[config.mk]
export PLATFORM = sky130hd
export DESIGN_NAME = radix_digit_string_converter
export DESIGN_NICKNAME = d
export VERILOG_FILES = /design/src/rtl/rdsc_pkg.sv /design/src/rtl/radix_digit_string_converter.sv /design/src/rtl/rdsc_cfg.sv /design/src/rtl/rdsc_div.sv
export SDC_FILE = /design/constraint.sdc
export NUM_CORES = 1
export LEC_CHECK = 0
export BUFFER_PORTS_ARGS = -buffer_cell sky130_fd_sc_hd__buf_2
export CORE_MARGIN = 2
export CORE_UTILIZATION = 40
export CTS_CLUSTER_DIAMETER = 150
export DETAILED_ROUTE_END_ITERATION = 10
export SYNTH_ARGS = -nofsm -noshare
export SYNTH_HDL_FRONTEND = slang
export SYNTH_SLANG_ARGS = --single-unit
[constraint.sdc]
create_clock -name clk -period 3.3 [get_ports clk]
set_input_delay 0.33 -clock clk [delete_from_list [all_inputs] [get_ports clk]]
set_output_delay 0.33 -clock clk [all_outputs]
set_load 0.03 [all_outputs]
[src/rtl/rdsc_pkg.sv]
`default_nettype none
package rdsc_pkg;

    localparam int unsigned RADIX_W = 6;
    localparam int unsigned CHAR_W  = 7;
    localparam int unsigned DATA_W  = 32;
    localparam int unsigned ADDR_W  = 2;

    localparam logic [RADIX_W-1:0] RADIX_MIN   = 6'd2;
    localparam logic [RADIX_W-1:0] RADIX_MAX   = 6'd36;
    localparam logic [RADIX_W-1:0] RADIX_RESET = 6'd10;
    localparam logic [RADIX_W-1:0] DEC_BASE    = 6'd10;

    localparam logic [ADDR_W-1:0] ADDR_RADIX = 2'd0;

    localparam logic [CHAR_W-1:0] CHAR_ZERO  = 7'd48;
    localparam logic [CHAR_W-1:0] CHAR_ALPHA = 7'd65;

    typedef enum logic [3:0] {
        S_IDLE = 4'b0001,
        S_DIV  = 4'b0010,
        S_READ = 4'b0100,
        S_EMIT = 4'b1000
    } state_t;

    function automatic logic [CHAR_W-1:0] digit_to_char(input logic [RADIX_W-1:0] d);
        logic [CHAR_W-1:0] c;
        if (d < DEC_BASE)
        begin
            c = CHAR_ZERO + CHAR_W'(d);
        end
        else
        begin
            c = CHAR_ALPHA + CHAR_W'(d - DEC_BASE);
        end
        return c;
    endfunction

endpackage
`default_nettype wire

[src/rtl/radix_digit_string_converter.sv]
// Sequence: each digit comes from the shared restoring divider and goes into the digit store;
// then each character is read from the digit store and then output, held while out_stall is high.
// A zero value skips the divider.
// Throughput: one transaction at a time; in_stall stays high until the last character leaves.
// Reset: asynchronous, active low; radix returns to 10, the sequencer to idle.
`default_nettype none
module radix_digit_string_converter
    import rdsc_pkg::*;
#(
    parameter int unsigned VALUE_WIDTH = 32
)
(
    input  wire logic               clk,
    input  wire logic               rst_n,
    input  wire logic               psel,
    input  wire logic               penable,
    input  wire logic               pwrite,
    input  wire logic [ADDR_W-1:0]  paddr,
    input  wire logic [DATA_W-1:0]  pwdata,
    output logic      [DATA_W-1:0]  prdata,
    output logic                    pready,
    input  wire logic               in_valid,
    output logic                    in_stall,
    input  wire logic [31:0]        value,
    output logic                    out_valid,
    input  wire logic               out_stall,
    output logic      [CHAR_W-1:0]  digit_char,
    output logic                    last_digit
);

    localparam int unsigned CNT_W = $clog2(VALUE_WIDTH + 1);
    localparam int unsigned IDX_W = $clog2(VALUE_WIDTH);

    state_t                 state_reg;
    state_t                 state_next;
    logic [CNT_W-1:0]       cnt_reg;
    logic [CNT_W-1:0]       cnt_next;
    logic [IDX_W-1:0]       rd_idx_reg;
    logic [IDX_W-1:0]       rd_idx_next;
    logic [RADIX_W-1:0]     rd_data_reg;
    logic [RADIX_W-1:0]     digit_mem [VALUE_WIDTH];

    logic [RADIX_W-1:0]     radix;
    logic [VALUE_WIDTH-1:0] val_ext;
    logic                   in_accept;
    logic                   div_start;
    logic [VALUE_WIDTH-1:0] div_dividend;
    logic                   div_done;
    logic [VALUE_WIDTH-1:0] div_quot;
    logic [RADIX_W-1:0]     div_rem;
    logic                   mem_we;
    logic [IDX_W-1:0]       mem_waddr;
    logic [RADIX_W-1:0]     mem_wdata;
    logic                   more_digits;

    rdsc_cfg u_cfg (
        .clk     (clk),
        .rst_n   (rst_n),
        .psel    (psel),
        .penable (penable),
        .pwrite  (pwrite),
        .paddr   (paddr),
        .pwdata  (pwdata),
        .prdata  (prdata),
        .pready  (pready),
        .radix   (radix)
    );

    rdsc_div #(
        .VALUE_WIDTH (VALUE_WIDTH)
    ) u_div (
        .clk       (clk),
        .rst_n     (rst_n),
        .start     (div_start),
        .dividend  (div_dividend),
        .divisor   (radix),
        .done      (div_done),
        .quotient  (div_quot),
        .remainder (div_rem)
    );

    assign val_ext      = VALUE_WIDTH'(value);
    assign in_stall     = (state_reg != S_IDLE);
    assign in_accept    = in_valid && !in_stall;
    assign more_digits  = (div_quot != '0) && (cnt_reg != CNT_W'(VALUE_WIDTH - 1));
    assign div_dividend = (state_reg == S_IDLE) ? val_ext : div_quot;

    always_comb
    begin
        state_next  = state_reg;
        cnt_next    = cnt_reg;
        rd_idx_next = rd_idx_reg;
        div_start   = 1'b0;
        mem_we      = 1'b0;
        mem_waddr   = cnt_reg[IDX_W-1:0];
        mem_wdata   = div_rem;
        unique case (state_reg)
            S_IDLE:
            begin
                if (in_accept)
                begin
                    if (val_ext == '0)
                    begin
                        mem_we      = 1'b1;
                        mem_waddr   = '0;
                        mem_wdata   = '0;
                        cnt_next    = CNT_W'(1);
                        rd_idx_next = '0;
                        state_next  = S_READ;
                    end
                    else
                    begin
                        cnt_next   = '0;
                        div_start  = 1'b1;
                        state_next = S_DIV;
                    end
                end
            end
            S_DIV:
            begin
                if (div_done)
                begin
                    mem_we   = 1'b1;
                    cnt_next = cnt_reg + 1'b1;
                    if (more_digits)
                    begin
                        div_start = 1'b1;
                    end
                    else
                    begin
                        rd_idx_next = cnt_reg[IDX_W-1:0];
                        state_next  = S_READ;
                    end
                end
            end
            S_READ:
            begin
                state_next = S_EMIT;
            end
            S_EMIT:
            begin
                if (!out_stall)
                begin
                    if (rd_idx_reg == '0)
                    begin
                        state_next = S_IDLE;
                    end
                    else
                    begin
                        rd_idx_next = rd_idx_reg - 1'b1;
                        state_next  = S_READ;
                    end
                end
            end
            default:
            begin
                state_next = S_IDLE;
            end
        endcase
    end

    always_ff @(posedge clk or negedge rst_n)
    begin
        if (!rst_n)
        begin
            state_reg  <= S_IDLE;
            cnt_reg    <= '0;
            rd_idx_reg <= '0;
        end
        else
        begin
            state_reg  <= state_next;
            cnt_reg    <= cnt_next;
            rd_idx_reg <= rd_idx_next;
        end
    end

    always_ff @(posedge clk)
    begin
        if (mem_we)
        begin
            digit_mem[mem_waddr] <= mem_wdata;
        end
        if (state_reg == S_READ)
        begin
            rd_data_reg <= digit_mem[rd_idx_reg];
        end
    end

    assign out_valid  = (state_reg == S_EMIT);
    assign digit_char = digit_to_char(rd_data_reg);
    assign last_digit = (rd_idx_reg == '0);

`ifndef NO_ASSERTIONS
    a_cnt_range: assert property (@(posedge clk) disable iff (!rst_n)
        cnt_reg <= CNT_W'(VALUE_WIDTH))
        else $error("digit count beyond value width");

    a_done_in_div: assert property (@(posedge clk) disable iff (!rst_n)
        div_done |-> (state_reg == S_DIV))
        else $error("divider finished outside divide state");

    a_last_to_idle: assert property (@(posedge clk) disable iff (!rst_n)
        (out_valid && !out_stall && last_digit) |=> (state_reg == S_IDLE))
        else $error("sequencer not idle after last character");

    a_radix_range: assert property (@(posedge clk) disable iff (!rst_n)
        (radix >= RADIX_MIN) && (radix <= RADIX_MAX))
        else $error("radix outside 2..36");
`endif

endmodule
`default_nettype wire

[src/rtl/rdsc_cfg.sv]
`default_nettype none
module rdsc_cfg
    import rdsc_pkg::*;
(
    input  wire logic               clk,
    input  wire logic               rst_n,
    input  wire logic               psel,
    input  wire logic               penable,
    input  wire logic               pwrite,
    input  wire logic [ADDR_W-1:0]  paddr,
    input  wire logic [DATA_W-1:0]  pwdata,
    output logic      [DATA_W-1:0]  prdata,
    output logic                    pready,
    output logic      [RADIX_W-1:0] radix
);

    logic [RADIX_W-1:0] radix_reg;
    logic [RADIX_W-1:0] radix_next;
    logic [RADIX_W-1:0] wr_raw;
    logic               wr_en;

    assign wr_raw = pwdata[RADIX_W-1:0];
    assign wr_en  = psel && penable && pwrite && (paddr == ADDR_RADIX);

    always_comb
    begin
        radix_next = radix_reg;
        if (wr_en)
        begin
            priority if (wr_raw < RADIX_MIN)
            begin
                radix_next = RADIX_MIN;
            end
            else if (wr_raw > RADIX_MAX)
            begin
                radix_next = RADIX_MAX;
            end
            else
            begin
                radix_next = wr_raw;
            end
        end
    end

    always_ff @(posedge clk or negedge rst_n)
    begin
        if (!rst_n)
        begin
            radix_reg <= RADIX_RESET;
        end
        else
        begin
            radix_reg <= radix_next;
        end
    end

    assign pready = 1'b1;
    assign prdata = (paddr == ADDR_RADIX) ? DATA_W'(radix_reg) : '0;
    assign radix  = radix_reg;

endmodule
`default_nettype wire

[src/rtl/rdsc_div.sv]
`default_nettype none
module rdsc_div
    import rdsc_pkg::*;
#(
    parameter int unsigned VALUE_WIDTH = 32
)
(
    input  wire logic                   clk,
    input  wire logic                   rst_n,
    input  wire logic                   start,
    input  wire logic [VALUE_WIDTH-1:0] dividend,
    input  wire logic [RADIX_W-1:0]     divisor,
    output logic                        done,
    output logic      [VALUE_WIDTH-1:0] quotient,
    output logic      [RADIX_W-1:0]     remainder
);

    localparam int unsigned STEP_W = $clog2(VALUE_WIDTH);

    logic [VALUE_WIDTH-1:0] quo_reg;
    logic [VALUE_WIDTH-1:0] quo_next;
    logic [RADIX_W-1:0]     rem_reg;
    logic [RADIX_W-1:0]     rem_next;
    logic [STEP_W-1:0]      step_reg;
    logic [STEP_W-1:0]      step_next;
    logic                   busy_reg;
    logic                   busy_next;
    logic                   done_reg;
    logic                   done_next;
    logic [RADIX_W:0]       trial;
    logic [RADIX_W:0]       diff;
    logic                   fits;

    assign trial = {rem_reg, quo_reg[VALUE_WIDTH-1]};
    assign diff  = trial - {1'b0, divisor};
    assign fits  = trial >= {1'b0, divisor};

    always_comb
    begin
        quo_next  = quo_reg;
        rem_next  = rem_reg;
        step_next = step_reg;
        busy_next = busy_reg;
        done_next = 1'b0;
        if (start)
        begin
            quo_next  = dividend;
            rem_next  = '0;
            step_next = STEP_W'(VALUE_WIDTH - 1);
            busy_next = 1'b1;
        end
        else if (busy_reg)
        begin
            quo_next = {quo_reg[VALUE_WIDTH-2:0], fits};
            rem_next = fits ? diff[RADIX_W-1:0] : trial[RADIX_W-1:0];
            if (step_reg == '0)
            begin
                busy_next = 1'b0;
                done_next = 1'b1;
            end
            else
            begin
                step_next = step_reg - 1'b1;
            end
        end
    end

    always_ff @(posedge clk or negedge rst_n)
    begin
        if (!rst_n)
        begin
            busy_reg <= 1'b0;
            done_reg <= 1'b0;
            step_reg <= '0;
        end
        else
        begin
            busy_reg <= busy_next;
            done_reg <= done_next;
            step_reg <= step_next;
        end
    end

    always_ff @(posedge clk)
    begin
        quo_reg <= quo_next;
        rem_reg <= rem_next;
    end

    assign done      = done_reg;
    assign quotient  = quo_reg;
    assign remainder = rem_reg;

endmodule
`default_nettype wire

==> impl_metrics.yaml <==
status:
  outcome: "finished clean"
finish:
  nFillCells: 2536
  top_register: "digit_mem"
  n_antenna_cell: 0
  area_delta_synth_final_pct: 16.4
  drive_gt1_share_pct: 26.7
  nets: 964
  fin_util_pct: 46.9
  largest_register_ffs: 192
  layout_commonest_cell: "edfxtp_1"
  final_cell_mix: "230 x edfxtp_1, 62 x buf_2, 40 x nor2_1, 36 x nand2_1, 36 x buf_4"
synth:
  synth_edf_count: 230
  synth_mux_area_share_pct: 13.2
  synthSimpleGateAreaFrac_pct: 7.55
  yosysUniqueCellTypes: 67
  syn_avg_cell_area_um2: 15.1
  yosysTopAreaCellShare_pct: 58.3
  synthCells: 783
  syn-cell-area_um2: 11800
  synthAdderAreaFrac_pct: 1.63
  ys_warn_count: 0
  synth-xor-area-share_pct: 1.18
  synth_compound_area_share_pct: 6.85
  ys_top_cells_by_area: "edfxtp_1 58%, mux4_2 5.7%, dfrtp_1 5.3%, mux2_4 3.4%, mux2i_1 3.0%"
  ys_seq_area_share_pct: 65.3
  yosys.area.top_type: "edfxtp_1"
  ys_async_sr_fraction_pct: 10.6
  synth-seq-cells: 264
  synth_top_family_by_area: "multiplexers"
  yosys_most_used_dff: "edfxtp_1"
sta:
  slew_headroom_pct: 27.7
  rsz0062_at_grt: "false"
  final-setup-viol-count: 0
  fin_crit_ps: 2810
  worst_slack_ps: 489
  fin_skew_ps: 8.45
  drv_slew: 0
  final_hold_viol_count: 0
  worstMarginPinSlew_ps: 1080
  tns_ps: 0
  timing.fmax_mhz: 356
  fin_crit_sh_pct: 85.2
detailed_routing:
  ant_nets: 0
  vias: 6781
  wl_mm: 24.8
  viasPerCell: 5.26
  drt_iter0_markers: 477
  drc: 0
  first_pass_iters: 5
  wl_per_cell_um: 19.2
floorplan:
  die-area_um2: 31000
  pin_count: 116
  start_util_pct: 40.3
  die-height_um: 176
  core_area_um2: 29400
  fp.dieW_um: 176
  rows: 63
clock_tree:
  numClockSinks: 264
  cts_buffers: 28
  h-tree-depth: 1
  path_clk_slew_ps: 60
  clock_latency_ps: 540
  cts_tree: "built"
  cts_buffer_depth: 3
  clockRootBuffer: "clkbuf_16"
power_and_ir_drop:
  ir_worst_vdd_mv: 0.412
  p_leak_uw: 0.00481
  power_density_nw_per_um2: 811
worst_setup_path:
  worstPathRequired_ps: 3590
  path_delay_family: "buffers and inverters"
  start_kind: "flip-flop"
  slowest_stage: "buf_4"
  cp_common_cell: "buf_4"
  worstPathArrival_ps: 3100
  crit_path_max_incr_delay_ps: 470
  crit_buf_inv: 3
  endpoint_kind: "flip-flop"
  critical_path_class: "flip-flop to flip-flop"
  path_max_fanout: 33
  crit_chain: "nor4b_4 -> buf_4 -> nor2_2 -> nor3_2 -> buf_4 -> and2b_1 -> nand2b_2 -> buf_4 -> mux2_2"
  cp_num_cells: 9
  r2r_cells: 9
placement:
  dp_slack_ps: 487
  dp_hpwl_mm: 16.1
  place.gp.congestion: 0.773
  port_buffers: 62
global_route:
  grt_max_degree: 34
  track_usage_pct: 16.1
  gr-total-overflow: 0
  antenna_found_initial: 0
  grt_pass1_wl_mm: 38.4
  grt_pass1_vias: 6783
job:
  maxCapViolations: 0
hold_path:
  hp-class: "primary input to flip-flop"
  worstHoldPathCells: 2
-- metrics by stage --
stage               cell area [µm²]  total power, µW  std cells  hold WS [ps]
CTS                           13800            11300       1289          14.0
global placement              12600             7450       1235           410
finish                        13800            11200       1289          37.1
floorplan                     11900             6870        808          34.4
global route                  13800            11700       1289          30.0
detailed placement            12600             7520       1235           419
-- cell usage after synthesis (all sizes together) (2+ instances only) --
cell / count
o31ai: 7
a31oi: 3
a21oi: 33
xor2: 6
nand2: 36
conb: 2
nor3: 16
mux2: 39
xnor2: 10
a211oi: 6
edfxtp: 230
nand2b: 16
o22ai: 13
o221ai: 12
mux4: 30
or3: 2
o21ai: 28
dfxtp: 6
nand4: 9
o211ai: 5
nor4b: 3
dfstp: 3
nand3b: 3
a21o: 5
inv: 28
nand3: 5
nor2: 42
nor4: 18
or4b: 2
clkbuf: 20
and2: 8
ha: 13
buf: 42
mux2i: 35
dfrtp: 25
or2: 6
-- power breakdown --
part | internal (µW) | switching [µW] | leakage, µW | total, µW
clock network | 2450 | 1310 | 0.000540 | 3750
registers | 4400 | 276 | 0.00253 | 4670
logic | 1250 | 1510 | 0.00174 | 2760
-- worst paths after layout --
check	slack (ps)	to	startpoint
worst max-delay path	490	u_div.quotient[3]	state_reg[3]
worst min-delay path	40	state_reg[0]	out_stall
worst max register to register	490	u_div.quotient[3]	state_reg[3]
worst min register to register	480	u_cfg.radix[3]	u_cfg.radix[3]
max in group asynchronous	2390	rd_idx_reg[0]	rst_n
min in group asynchronous	380	u_cfg.radix[4]	rst_n
-- logic make-up (layout without fill, tap and decap cells) --
| group | after synthesis | in the layout |
|---|---|---|
| other | 2 | 27 |
| AOI/OAI and AO/OA | 124 | 124 |
| xor gates and xnor gates | 16 | 16 |
| DFF | 264 | 264 |
| adders and majority gates | 15 | 15 |
| muxes | 104 | 104 |
| buffers and inverters | 90 | 181 |
| and+or+nand+nor | 168 | 168 |
-- layer usage --
| metal | wire [µm] | GRT usage (%) | up-vias |
|---|---|---|---|
| met1 | 10800 | 21.3 | 3369 |
| li1 | - | - | 3166 |
| met3 | 1480 | 2.93 | 34 |
| met2 | 12100 | 27.4 | 212 |
| met4 | 418 | 4.27 | 0 |
| met5 | 0 | 0 | - |
-- final cells by class --
type | instances | area (µm²) | area share, %
multi-input cells | 454 | 3710 | 26.9
well taps | 390 | 488 | 3.54
inverters | 28 | 105 | 0.762
clock buffers | 32 | 767 | 5.56
repair buffers | 101 | 621 | 4.50
clock inverters | 20 | 362 | 2.62
flip-flops and latches | 264 | 7730 | 56.1
-- repair_timing --
item / CTS / global route
buffers inserted: 0 / 0
endpoints found under the hold margin: 26 / 0
hold buffers: 2 / 0
endpoints found under the setup margin: 0 / 0
resized for setup: 0 / 0
Note: power is estimated with default switching activity, not from simulation.
